==> config.mk <==
export PLATFORM = sky130hd
export DESIGN_NAME = rau_ctrl
export DESIGN_NICKNAME = d
export VERILOG_FILES = /design/src/rtl/rau_pkg.sv /design/src/rtl/rau_ctrl.sv
export SDC_FILE = /design/constraint.sdc
export NUM_CORES = 1
export LEC_CHECK = 0
export BUFFER_PORTS_ARGS = -buffer_cell sky130_fd_sc_hd__buf_2
export CORE_AREA = 8 8 45 47
export CTS_CLUSTER_DIAMETER = 30
export DETAILED_ROUTE_END_ITERATION = 10
export DIE_AREA = 0 0 53 55
export GPL_TIMING_DRIVEN = 0
export PLACE_DENSITY_LB_ADDON = 0.08
export SKIP_LAST_GASP = 1
export SYNTH_ARGS = -nofsm -noshare
export SYNTH_HDL_FRONTEND = slang
export SYNTH_SLANG_ARGS = --single-unit
==> constraint.sdc <==
create_clock -name clk -period 1.6 [get_ports clk]
set_input_delay 0.32 -clock clk [delete_from_list [all_inputs] [get_ports clk]]
set_output_delay 0.32 -clock clk [all_outputs]
set_load 0.05 [all_outputs]
==> src/rtl/rau_pkg.sv <==
package rau_pkg;

  // operation kinds
  localparam logic [2:0] KIND_ADD  = 3'd0;
  localparam logic [2:0] KIND_SUB  = 3'd1;
  localparam logic [2:0] KIND_MUL  = 3'd2;
  localparam logic [2:0] KIND_DIV  = 3'd3;
  localparam logic [2:0] KIND_NORM = 3'd4;

  // result status codes
  localparam logic [1:0] ST_OK   = 2'd0;
  localparam logic [1:0] ST_DIV0 = 2'd1;
  localparam logic [1:0] ST_OVF  = 2'd2;
  localparam logic [1:0] ST_BAD  = 2'd3;

  // intermediate magnitude width
  localparam int unsigned WIDE = 64;

  // controller to datapath commands
  typedef struct packed {
    logic load;      // capture operands and check them
    logic mul_a;     // first product step
    logic mul_b;     // second product step
    logic combine;   // form num/den magnitudes
    logic gcd_step;  // one binary gcd step
    logic div_start; // start the two quotient divisions
    logic div_step;  // one restoring division bit
    logic finish;    // range check and result register
  } rau_cmd_t;

  // datapath to controller status
  typedef struct packed {
    logic early;     // operand error, result already known
    logic gcd_done;
    logic div_done;
  } rau_stat_t;

endpackage

==> src/rtl/rau_ctrl.sv <==
module rau_ctrl (
  input  logic               clk,
  input  logic               rst_n,
  input  logic               in_fire,
  input  logic               out_free,
  input  rau_pkg::rau_stat_t stat,
  output rau_pkg::rau_cmd_t  cmd,
  output logic               busy
);

  localparam logic [2:0] S_IDLE = 3'd0;
  localparam logic [2:0] S_MULA = 3'd1;
  localparam logic [2:0] S_MULB = 3'd2;
  localparam logic [2:0] S_COMB = 3'd3;
  localparam logic [2:0] S_GCD  = 3'd4;
  localparam logic [2:0] S_DIVS = 3'd5;
  localparam logic [2:0] S_DIV  = 3'd6;
  localparam logic [2:0] S_FIN  = 3'd7;

  logic [2:0] state_r, state_nxt;

  // next state and command decode
  always_comb begin
    state_nxt = state_r;
    cmd = '0;
    case (state_r)
      S_IDLE: begin
        if (in_fire) begin
          cmd.load = 1'b1;
          state_nxt = S_MULA;
        end
      end
      S_MULA: begin
        if (stat.early) begin
          state_nxt = S_FIN;
        end else begin
          cmd.mul_a = 1'b1;
          state_nxt = S_MULB;
        end
      end
      S_MULB: begin
        cmd.mul_b = 1'b1;
        state_nxt = S_COMB;
      end
      S_COMB: begin
        cmd.combine = 1'b1;
        state_nxt = S_GCD;
      end
      S_GCD: begin
        if (stat.gcd_done) begin
          state_nxt = S_DIVS;
        end else begin
          cmd.gcd_step = 1'b1;
        end
      end
      S_DIVS: begin
        cmd.div_start = 1'b1;
        state_nxt = S_DIV;
      end
      S_DIV: begin
        if (stat.div_done) begin
          state_nxt = S_FIN;
        end else begin
          cmd.div_step = 1'b1;
        end
      end
      S_FIN: begin
        if (out_free) begin
          cmd.finish = 1'b1;
          state_nxt = S_IDLE;
        end
      end
      default: state_nxt = S_IDLE;
    endcase
  end

  always_ff @(posedge clk) begin
    if (!rst_n) begin
      state_r <= S_IDLE;
    end else begin
      state_r <= state_nxt;
    end
  end

  assign busy = (state_r != S_IDLE);

endmodule

# Word-level counts from Yosys, hierarchy flattened
# Index checks and enable logic that the tools add are counted.
[op_classes]
order_cmp = 0
n_reduce_logical = 3
n_eq_ne = 11
div_mod_pow = 0
mux = 19
shift = 0
n_mul = 0
bitwise_logic = 0
add_sub_neg = 0
[op_table]
columns = ["operator", "n"]
rows = [
  ["3-bit case mux with 8 select lines", 1],
  ["3-bit 2-to-1 mux", 5],
  ["1-bit 2-to-1 mux", 13],
  ["3-bit equality test (second input constant)", 4],
  ["2-bit != test (second input constant)", 4],
  ["3-bit by 2-bit equality test with 1-bit output (second input constant)", 2],
  ["4-bit AND reduction", 1],
  ["3-bit by 1-bit equality test with 1-bit output (second input constant)", 1],
  ["3-bit logical NOT", 1],
  ["3-bit nonzero test", 1],
]
[word_totals]
memories = 0
rom_bits = 0
regBits = 3
ram_bits = 0
out_inout_bits = 9
latch_bits = 0
inputBits = 7

# Logic depth before layout (Yosys ltp)
[logic_depth]
depth_word = 3
depth_mapped = 6
ltp_nobuf = 6

# Worst setup path before layout
# OpenSTA, ideal clock, no wires.
[synth_path]
path_type = "register to output"
start = "register state_r[1]"
end = "output port cmd[6] (netlist name)"
stages_incl_launch_ff = 4
path_slack_ns = -0.497
t_arrival_ns = 1.777
n_path_buf = 0
t_required_ns = 1.280
path_cell_list = "dfxtp_1 -> inv_1 -> ha_1 -> nor3b_1"
[synth_lines]
columns = ["item", "line", "text"]
rows = [
  ["from (decl)", "rau_ctrl.sv:20", "logic [2:0] state_r, state_nxt;"],
  ["from (signal assigned)", "rau_ctrl.sv:81", "state_r <= state_nxt;"],
  ["to (decl)", "rau_ctrl.sv:7", "output rau_pkg::rau_cmd_t cmd,"],
]

==> metrics.cfg <==
[run_status]
outcome = finished clean

[clocking]
root_buffer = clkbuf_4
cts_buffer_depth = 2
cts.sinks = 3
worstSkewPairLatency_ns = 0.23
holdBufCountCts = 0
cts_tree = done
numCtsBuffers = 3
htree_levels = 1
clk_pin_slew_worst_paths_ns = 0.04

[route]
wl_per_cell_um = 11.5
drc = 0
vias_per_cell = 4.34
firstDrtPassIters = 4
drt_iter0_drc = 9
ant_nets = 0
dr_total_vias = 330
routed_wl_um = 877

[finish]
drive_above_1_share = 0.633
regMostFlops = state_r
n_antenna_cell = 0
syn_to_final_growth_pct = 69.9
top_regs = state_r x3
nets = 72
largest_register_ffs = 3

[timing]
slew-limit-headroom = 0.810
worst_pin_slew_ns = 0.281
rsz0062_at_grt = no
worst_slack_ns = 0.0585
setup_violations = 0
finClkSkew_ns = 0.00167
post-route-min-period_ns = 1.54
hold_violations = 0
finalSetupTns_ns = 0
slew_viol_final = 0
max_freq_ghz = 0.649
finalCritPeriodShare = 0.963

[grt]
grt_max_degree = 11
grt_antenna_before_repair = 0
grt_first_pass_wirelength_mm = 1.39
grt_pass1_vias = 339
gr-usage-all-layers = 0.0639
grt_overflow = 0

[setup_path]
critical-path-max-stage-delay_ns = 0.37
cp-startpoint = state_r[0]
critPathSlowestCell = dfxtp_2
reg2reg_depth = 6
cp.arrival_ns = 1.22
end_kind = primary output
critical_path.max_fanout = 4
reg2reg_setup_slack_ns = 0.16
critPathKind = reg -> out
critPathBufInv = 2
r2r_start = state_r[0]
worst-path-stages = 4
required_ns = 1.28
endpoint = cmd[4]
path_cells = ha_2 > inv_2 > nor2_1 > buf_2
r2r_end = state_r[0]
cp-start-kind = flop
crit_family = flip-flops

[floorplan]
io_pins = 16
die-width_um = 53
rows = 14
initial_core_util = 0.222
die_h_um = 55
core-area_mm2 = 0.00138
die_area_mm2 = 0.00292

[worst_hold_path]
hold_class = in -> reg

[place]
place_ws_ns = 0.0796
portBuffers = 15
place_congestion = 0.731
hpwl_um = 694

[synthesis]
async_reset_ff_frac = 0
synth_ff_type = dfxtp_1
synth_fp_nets = 51
synthTopCellsByCount = 6 x nand2_1, 4 x ha_1, 4 x nor2_1, 3 x dfxtp_1, 3 x inv_1
netlist_top_cells_area = dfxtp_1 20%, ha_1 16%, nand2_1 7.3%, mux2i_1 6.5%, o31a_1 5.7%
syn_avg_cell_area_um2 = 7.69
synth_most_common_cell = nand2_1
synth.distinct_cells = 21
synth-seq-cells = 3
yosysTopAreaCell = dfxtp_1
yosys_warnings = 0
syn_inst = 40
yosysSeqAreaShare = 0.195
synth.top_cell.area_share = 0.195
syn-cell-area_um2 = 308
synth_edf_count = 0

[pwr]
power_density_mw_per_mm2 = 2060
p_leak_nw = 0.229
ir_drop_mv = 0.725

[job]
maxCapViolations = 0

-- repair_timing --
action | in CTS | in global routing
gates resized for setup | 10 | 11
setup endpoints to repair | 7 | 9
buffers inserted | 0 | 1
-- cells by family (layout without fill, tap and decap cells) --
family,after synthesis,after routing,synth area share
AO/OA/AOI/OAI,7,7,0.191
AND/OR/NAND/NOR,18,18,0.289
adder cells (fa/ha/maj),4,4,0.163
flip-flops,3,3,0.195
multiplexers,2,2,0.0650
buffers and inverters,6,26,0.0976
-- report_power, final --
| group | switching [mW] | leakage [nW] | internal (mW) |
|---|---|---|---|
| clock | 0.0375 | 0.0150 | 0.0934 |
| sequential | 0.0335 | 0.0254 | 0.113 |
| combinational | 0.495 | 0.189 | 0.305 |
-- routing by layer --
layer / vias up / track usage / wire (µm)
met4: 0 / 0.0517 / 0
met3: 0 / 0.0214 / 64
li1: 174 / - / -
met5: - / 0 / 0
met2: 8 / 0.0938 / 448
met1: 148 / 0.0745 / 363
-- final cells by class --
cell class,count,area [µm²]
timing repair buffer,16,114
fill,153,861
tap,16,20.0
multi-input combinational,31,270
inverter,5,18.8
buffer,1,11.3
sequential,3,62.6
clock buffer,4,26.3
-- worst register-to-register path, stage by stage, from the launching register on --
cell	delay (ns)
dfxtp_2	0.37
inv_2	0.07
ha_2	0.19
nand2b_1	0.11
o2111a_1	0.23
nor2_2	0.07
o31a_1	0.28
-- stage by stage --
step	area, µm²	util	power, mW	hold slack (ns)	std cells
4_1_cts	475	0.344	1.02	0.377	75
2_1_floorplan	330	-	0.698	0.466	40
3_3_place_gp	425	0.307	0.843	0.493	71
3_5_place_dp	425	0.307	0.836	0.499	71
6_report	523	0.378	1.08	0.380	76
5_1_grt	523	0.378	1.17	0.396	76
-- layout by cell type (no fill, tap or decap), types with 3 or more instances in the layout --
master	count
nand2_1	5
nor2_2	3
inv_2	4
buf_6	4
buf_2	7
clkbuf_4	4
buf_4	5
-- how the worst min path moves through the flow --
stage | from | to | slack (ns) | cells after the start
floorplan | rst_n | state_r[1] | 0.47 | 2
global placement | state_r[1] | state_r[1] | 0.49 | 2
detailed placement | state_r[1] | state_r[1] | 0.50 | 2
CTS | rst_n | state_r[1] | 0.38 | 3
global route | rst_n | state_r[1] | 0.40 | 3
finish | rst_n | state_r[1] | 0.38 | 3
Power figures use the tool's default switching activity.
